<file path="config.mk">
export PLATFORM = sky130hd
export DESIGN_NAME = bpa_first_zero
export DESIGN_NICKNAME = d
export VERILOG_FILES = /design/src/rtl/bpa_pkg.sv /design/src/rtl/bpa_first_zero.sv
export SDC_FILE = /design/constraint.sdc
export NUM_CORES = 1
export LEC_CHECK = 0
export ABC_AREA = 1
export BUFFER_PORTS_ARGS = -buffer_cell sky130_fd_sc_hd__clkbuf_2
export CORE_AREA = 10 10 47 49
export DETAILED_ROUTE_END_ITERATION = 7
export DIE_AREA = 0 0 57 59
export SYNTH_ARGS = -nofsm -noshare
export SYNTH_HDL_FRONTEND = slang
export SYNTH_SLANG_ARGS = --single-unit
export TNS_END_PERCENT = 50
</file>
<file path="constraint.sdc">
create_clock -name vclk -period 2.1
set_clock_uncertainty 0.05 [all_clocks]
set_input_delay 0.21 -clock vclk [all_inputs]
set_output_delay 0.21 -clock vclk [all_outputs]
set_load 0.01 [all_outputs]
</file>
<file path="src/rtl/bpa_pkg.sv">
package bpa_pkg;

  // Widths of the map words and of the fixed payload fields.
  localparam int WORD_W      = 32;
  localparam int WORD_IW     = 5;
  localparam int CMD_W       = 2;
  localparam int ADDR_IN_W   = 32;
  localparam int PADDR_W     = 28;
  localparam int STATUS_W    = 3;
  localparam int COUNT_W     = 17;
  localparam int RES_W       = 17;
  localparam int IN_DATA_W   = 32;
  localparam int IN_USER_W   = 2;
  localparam int OUT_DATA_W  = 72;
  localparam int CFG_ADDR_W  = 3;
  localparam int CFG_DATA_W  = 32;

  localparam int DEF_PAGE_COUNT = 65536;
  localparam int DEF_PAGE_BYTES = 4096;
  localparam int RES_RESET      = 384;

  localparam logic [CMD_W-1:0] CMD_ALLOC = 2'd0;
  localparam logic [CMD_W-1:0] CMD_FREE  = 2'd1;
  localparam logic [CMD_W-1:0] CMD_INIT  = 2'd2;

  localparam logic [STATUS_W-1:0] STAT_OK         = 3'd0;
  localparam logic [STATUS_W-1:0] STAT_NONE       = 3'd1;
  localparam logic [STATUS_W-1:0] STAT_MISALIGNED = 3'd2;
  localparam logic [STATUS_W-1:0] STAT_RANGE      = 3'd3;
  localparam logic [STATUS_W-1:0] STAT_ALREADY    = 3'd4;

  localparam logic [CFG_ADDR_W-1:0] REG_RESERVED = 3'd0;

  typedef logic [WORD_W-1:0] word_t;

  typedef struct packed {
    logic               found;
    logic [WORD_IW-1:0] idx;
  } fz_result_t;

endpackage

</file>
<file path="src/rtl/bpa_first_zero.sv">
module bpa_first_zero (
  input  bpa_pkg::word_t      word,
  output bpa_pkg::fz_result_t res
);
  import bpa_pkg::*;

  // Lowest clear bit of one map word; scanned from the top so the lowest wins.
  always_comb begin
    res.found = 1'b0;
    res.idx   = '0;
    for (int i = WORD_W - 1; i >= 0; i--) begin
      if (!word[i]) begin
        res.found = 1'b1;
        res.idx   = WORD_IW'(i);
      end
    end
  end

endmodule

</file>
==> results of run 1 <==
power by group through the flow:
stage	registers, mW	logic [mW]	clock network, mW
after CTS	0	0.0823	0
after detailed placement	0	0.0819	0
after floorplan	0	0.0357	0
after global routing	0	0.0973	0
after global placement	0	0.0805	0
final	0	0.0822	0
logic make-up (layout without fill, tap and decap cells):
kind of cell    Yosys count  after routing  share of synthesized area
simple gates             63             63                      0.742
compound gates           10             10                      0.203
buf+inv                   5             43                     0.0554
cell type report:
type | instances | area (um2) | share of cell area
Timing Repair Buffer | 38 | 196 | 0.354
Tap cell | 16 | 20.0 | 0.0360
Multi-Input combinational cell | 73 | 320 | 0.577
Inverter | 5 | 18.8 | 0.0338
cell usage in the layout (no fill, tap or decap), drive strengths merged, types with 2 or more instances in the layout:
cell / count
buf: 3
nand2: 43
a211oi: 2
a21oi: 2
a31oi: 2
nand3: 4
inv: 5
nor2: 12
clkbuf: 35
nand4: 4
through the flow:
step	worst slack (ps)	hold slack, ps	setup TNS, ps	utilization
5_1_grt	-341	667	-341	0.396
3_3_place_gp	14.8	642	0	0.392
3_5_place_dp	-3.75	645	-3.75	0.392
6_report	39.5	647	0	0.396
4_1_cts	-15.4	647	-15.4	0.392
2_1_floorplan	308	452	0	-
routing by layer:
metal  vias to the layer above  routed length (um)  global-route usage  part of all wire
li1                        335                   -                   -                 -
met1                       227                 525              0.0856              0.44
met2                        20                 579               0.126              0.48
met3                         0                  99              0.0150             0.082
met4                         0                   0                   0                 0
met5                         -                   0                   0                 0
worst paths after layout:
check / startpoint / end / slack [ps] / depth (start not counted)
max: word[31] / res[0] / 40 / 31
min: word[2] / res[1] / 650 / 3
timing repair:
item | CTS | global route
endpoints found under the setup margin | 1 | 1
hold endpoints to repair | 0 | 0
resized for setup | 0 | 4
buffers inserted | 0 | 0
hold buffers | 0 | 0
==> results.cfg, run 1 <==
[outcome]
outcome = completed

[worst_setup_path]
required_ps = 1840
crit_path_top_delay_cell = buf_2
critical_path_buf_inv_count = 3
startpoint_type = primary input
slowest_delay_ps = 140
cp.arrival_ps = 1800
crit_type = primary input to output port
end_kind = output port
path_max_fanout = 3
cp_top_family = simple AND/OR/NAND/NOR gates
crit_top_cell = nand2_1

[route]
drt_wl_total_um = 1210
vias_per_cell = 4.41
wl_per_cell_um = 9.13
via_count = 582
drtIter0Drc = 6
drcViolationCount = 0
drt.antenna.violating_nets = 0
dr.pass1.iters = 3

[hold_path]
min_path_type = primary input to output port

[logic_synthesis]
yosys_warnings = 0
synth_top_area_frac = 0.476
synth_nets = 110
syn_area_um2 = 339
avgSynthCellArea_um2 = 4.35
synth_area_leaders = nand2_1, nor2_1, nand4_1
yosysUniqueCellTypes = 13
synth_most_common_cell = nand2_1
synth_area_leader_cell = nand2_1
synth_commonest_cells = nand2_1, nor2_1, inv_1
synth-seq-area-share = 0
syn_inst = 78

[layout]
num-nets-final = 150
design_area_um2 = 556
final_cells = 132
nFlopsAndLatches = 0
nClkBuffers = 0
drive_gt1_frac = 0.345
areaGrowthSynthToFinish_pct = 63.8
ff_latch_area_um2 = 0
diodes = 0
n_fill_cell = 175

[power_and_ir_drop]
max-vdd-ir-drop_v = 0.0000476
power_mw = 0.0822
p_per_area_nw_per_um2 = 148
combPwrFrac = 1.000
power_frac_clock = 0
p_leak_nw = 0.327
seq_power_share = 0
p_sw_mw = 0.0412
power.internal_mw = 0.0410
switching_share = 0.501

[placed_design]
place_hpwl_um = 1180
io_buffers = 38
placed_area_um2 = 549
place_congestion = 0.736
place_inst = 132

[floorplanning]
die_area_um2 = 3360
core_um2 = 1400
start_util = 0.242
fp.dieH_um = 59
num_rows = 14
fp.dieW_um = 57
ios = 38

[sta]
timing.final.crit_share = 0.981
period_minus_slack_ps = 2060
setup_viol = 0
relSlewSlack = 0.842
rsz0062_at_grt = true
worstMarginPinSlew_ps = 235
slew_violations = 0
finalHoldViolCount = 0
fmax_mhz = 485

[grt]
antenna_found_initial = 0
grt_first_pass_wirelength_um = 2140
overflow = 0
grt_start_max_net_pins = 5
grt_pass1_vias = 584
grt_usage = 0.0692

[job]
drv_cap = 0
No activity file was read; power rests on OpenSTA's default activity.
==> run 2: changes to the inputs <==
Clock period 2.1 ns to 2.5 ns, I/O delays scaled along.
==> results.cfg, run 2 (synthesis results as in run 1) <==
[worst_setup_path]
startpoint_type = primary input
crit_type = primary input to output port
cp_top_family = simple AND/OR/NAND/NOR gates
path_max_fanout = 3
end_kind = output port
required_ps = 2200
crit_top_cell = nand2_1
slowest_delay_ps = 140
cp.arrival_ps = 1850
crit_path_top_delay_cell = buf_2
critical_path_buf_inv_count = 3

[route]
wl_per_cell_um = 9.10
vias_per_cell = 4.36
dr.pass1.iters = 2
drcViolationCount = 0
drt_wl_total_um = 1200
via_count = 575
drtIter0Drc = 2
drt.antenna.violating_nets = 0

[job]
drv_cap = 0

[sta]
relSlewSlack = 0.828
period_minus_slack_ps = 2150
setup_viol = 0
setup_ws_ps = 351
timing.final.crit_share = 0.860
slew_violations = 0
worstMarginPinSlew_ps = 255
rsz0062_at_grt = true
finalHoldViolCount = 0
fmax_mhz = 465

[layout]
nClkBuffers = 0
ff_latch_area_um2 = 0
final_cell_mix = nand2_1, clkbuf_2, nor2_1
multiInputGateArea_um2 = 320
design_area_um2 = 549
n_fill_cell = 167
areaGrowthSynthToFinish_pct = 62.0
nFlopsAndLatches = 0
diodes = 0
drive_gt1_frac = 0.345
final_common_cell = nand2_1
num-nets-final = 150

[grt]
grt_start_max_net_pins = 5
grt_first_pass_wirelength_um = 2080
antenna_found_initial = 0
grt_usage = 0.0670
grt_pass1_vias = 577
overflow = 0

[power_and_ir_drop]
p_leak_nw = 0.325
p_per_area_nw_per_um2 = 124
max-vdd-ir-drop_v = 0.0000371

[floorplanning]
start_util = 0.242
ios = 38
die_area_um2 = 3360
fp.dieW_um = 57
num_rows = 14
core_um2 = 1400
fp.dieH_um = 59

[outcome]
outcome = completed

[placed_design]
place_hpwl_um = 1170
io_buffers = 38
place_congestion = 0.731
placed_area_um2 = 549
place_worst_setup_slack_ps = 327

[cts]
cts_setup_buffers = 0

[hold_path]
min_path_type = primary input to output port
run 2: repair_timing:
item,CTS,global route
setup endpoints to repair,0,1
resized for setup,0,2
hold buffers,0,0
run 2: layout make-up:
| type | instances | share of cell area |
|---|---|---|
| inverter | 5 | 0.0342 |
| multi-input combinational | 73 | 0.583 |
| tap | 16 | 0.0364 |
| timing repair buffer | 38 | 0.346 |
run 2: power breakdown:
group / total [mW] / switching, mW / internal, mW / leakage (nW)
Sequential: 0 / 0 / 0 / 0
Combinational: 0.0681 / 0.0347 / 0.0335 / 0.325
Clock: 0 / 0 / 0 / 0
run 2: path summary, 6_finish.rpt:
check | startpoint | to | slack [ps] | cells after the start
worst max-delay path | word[31] | res[0] | 350 | 31
worst min-delay path | word[2] | res[1] | 720 | 3
run 2: through the flow:
| step | util | total power, mW | instances | setup TNS [ps] | hold WS [ps] |
|---|---|---|---|---|---|
| 2_1_floorplan | - | 0.0300 | 78 | 0 | 532 |
| 6_report | 0.392 | 0.0681 | 132 | 0 | 725 |
| 3_3_place_gp | 0.392 | 0.0679 | 132 | 0 | 723 |
| 4_1_cts | 0.392 | 0.0692 | 132 | 0 | 726 |
| 3_5_place_dp | 0.392 | 0.0689 | 132 | 0 | 724 |
| 5_1_grt | 0.392 | 0.0796 | 132 | -6.96 | 739 |
run 2: per-layer routing:
layer | track usage | vias to the layer above | wire length (um)
met2 | 0.122 | 20 | 583
met5 | 0 | - | 0
met3 | 0.0300 | 0 | 154
li1 | - | 332 | -
met1 | 0.0738 | 223 | 462
met4 | 0 | 0 | 0
==> run 3: changes to the inputs <==
--- a/config.mk
+++ b/config.mk
@@ -11,4 +11,5 @@
 export DETAILED_ROUTE_END_ITERATION = 7
 export DIE_AREA = 0 0 57 59
+export REMOVE_ABC_BUFFERS = 1
 export SYNTH_ARGS = -nofsm -noshare
 export SYNTH_HDL_FRONTEND = slang
==> constraint.sdc (replaced) <==
create_clock -name vclk -period 2.5
set_clock_uncertainty 0.05 [all_clocks]
set_input_delay 0.125 -clock vclk [all_inputs]
set_output_delay 0.125 -clock vclk [all_outputs]
set_load 0.01 [all_outputs]
==> results.cfg, run 3 (synthesis results as in run 1) <==
[worst_setup_path]
critical_path_buf_inv_count = 3
slowest_delay_ps = 140
path_max_fanout = 3
end_kind = output port
cp.arrival_ps = 1740
crit_type = primary input to output port
startpoint_type = primary input
crit_path_top_delay_cell = clkbuf_2
required_ps = 2330
crit_top_cell = nand2_1
cp_num_cells = 31
cp_top_family = simple AND/OR/NAND/NOR gates

[sta]
worstMarginPinSlew_ps = 246
fin_setup_tns_ps = 0
period_minus_slack_ps = 1920
finalHoldViolCount = 0
rsz0062_at_grt = false
relSlewSlack = 0.834
setup_viol = 0
fmax_mhz = 522
slew_violations = 0
timing.final.crit_share = 0.767

[power_and_ir_drop]
p_leak_nw = 0.326
p_per_area_nw_per_um2 = 124
max-vdd-ir-drop_v = 0.0000370

[cts]
post_cts_resized = 0
cts_hold_buffers = 0
cts_setup_buffers = 0

[layout]
final_common_cell = nand2_1
drive_gt1_frac = 0.336
n_fill_cell = 182
nClkBuffers = 0
multiInputGateArea_um2 = 320
final_cell_mix = nand2_1, clkbuf_2, nor2_1
diodes = 0
num-nets-final = 150
nFlopsAndLatches = 0
final_cells = 132
areaGrowthSynthToFinish_pct = 62.0
ff_latch_area_um2 = 0

[route]
dr.pass1.iters = 3
drt.antenna.violating_nets = 0
drt_wl_total_um = 1250
drtIter0Drc = 9
drcViolationCount = 0
via_count = 586
wl_per_cell_um = 9.43
vias_per_cell = 4.44

[floorplanning]
ios = 38
core_um2 = 1400
fp.dieW_um = 57
fp.dieH_um = 59
die_area_um2 = 3360
num_rows = 14
start_util = 0.242

[hold_path]
min_path_cells = 3
min_path_type = primary input to output port

[grt]
overflow = 0
antenna_found_initial = 0
grt_start_max_net_pins = 5
grt_first_pass_wirelength_um = 2110
grt_usage = 0.0687
grt_pass1_vias = 571

[outcome]
outcome = completed

[placed_design]
place_inst = 132
io_buffers = 38
place_congestion = 0.747
place_hpwl_um = 1210

[job]
drv_cap = 0
[run 3: through the flow]
step                cell area, um2  utilization  total power, mW  setup WS [ps]  hold WS (ps)
finish                         549        0.392           0.0682            583           476
global route                   549        0.392           0.0794            234           500
CTS                            549        0.392           0.0693            544           476
detailed placement             549        0.392           0.0690            554           475
global placement               549        0.392           0.0676            588           473
floorplan                      339            -           0.0300            878           282
[run 3: power breakdown]
group | switching, mW | internal (mW) | total [mW]
clock network | 0 | 0 | 0
registers | 0 | 0 | 0
logic | 0.0348 | 0.0334 | 0.0682
[run 3: worst min-delay path, delay by kind of cell]
| kind | cells | cell delay, ps |
|---|---|---|
| buffers and inverters | 2 | 210 |
| AO/OA/AOI/OAI | 1 | 60 |
[run 3: worst paths after layout]
kind,startpoint,to,slack (ps)
max,word[31],res[0],580
min,word[2],res[1],480
[run 3: area by class of cell]
cell class	count	area share
Tap cell	16	0.0364
Timing Repair Buffer	38	0.346
Inverter	5	0.0342
Multi-Input combinational cell	73	0.583
[run 3: layer usage]
layer  wire (um)  part of all wire  vias to the layer above  GRT usage
li1            -                 -                      334          -
met1         541              0.43                      232     0.0819
met2         595              0.48                       20      0.127
met3         108             0.087                        0     0.0172
met4           0                 0                        0          0
met5           0                 0                        -          0
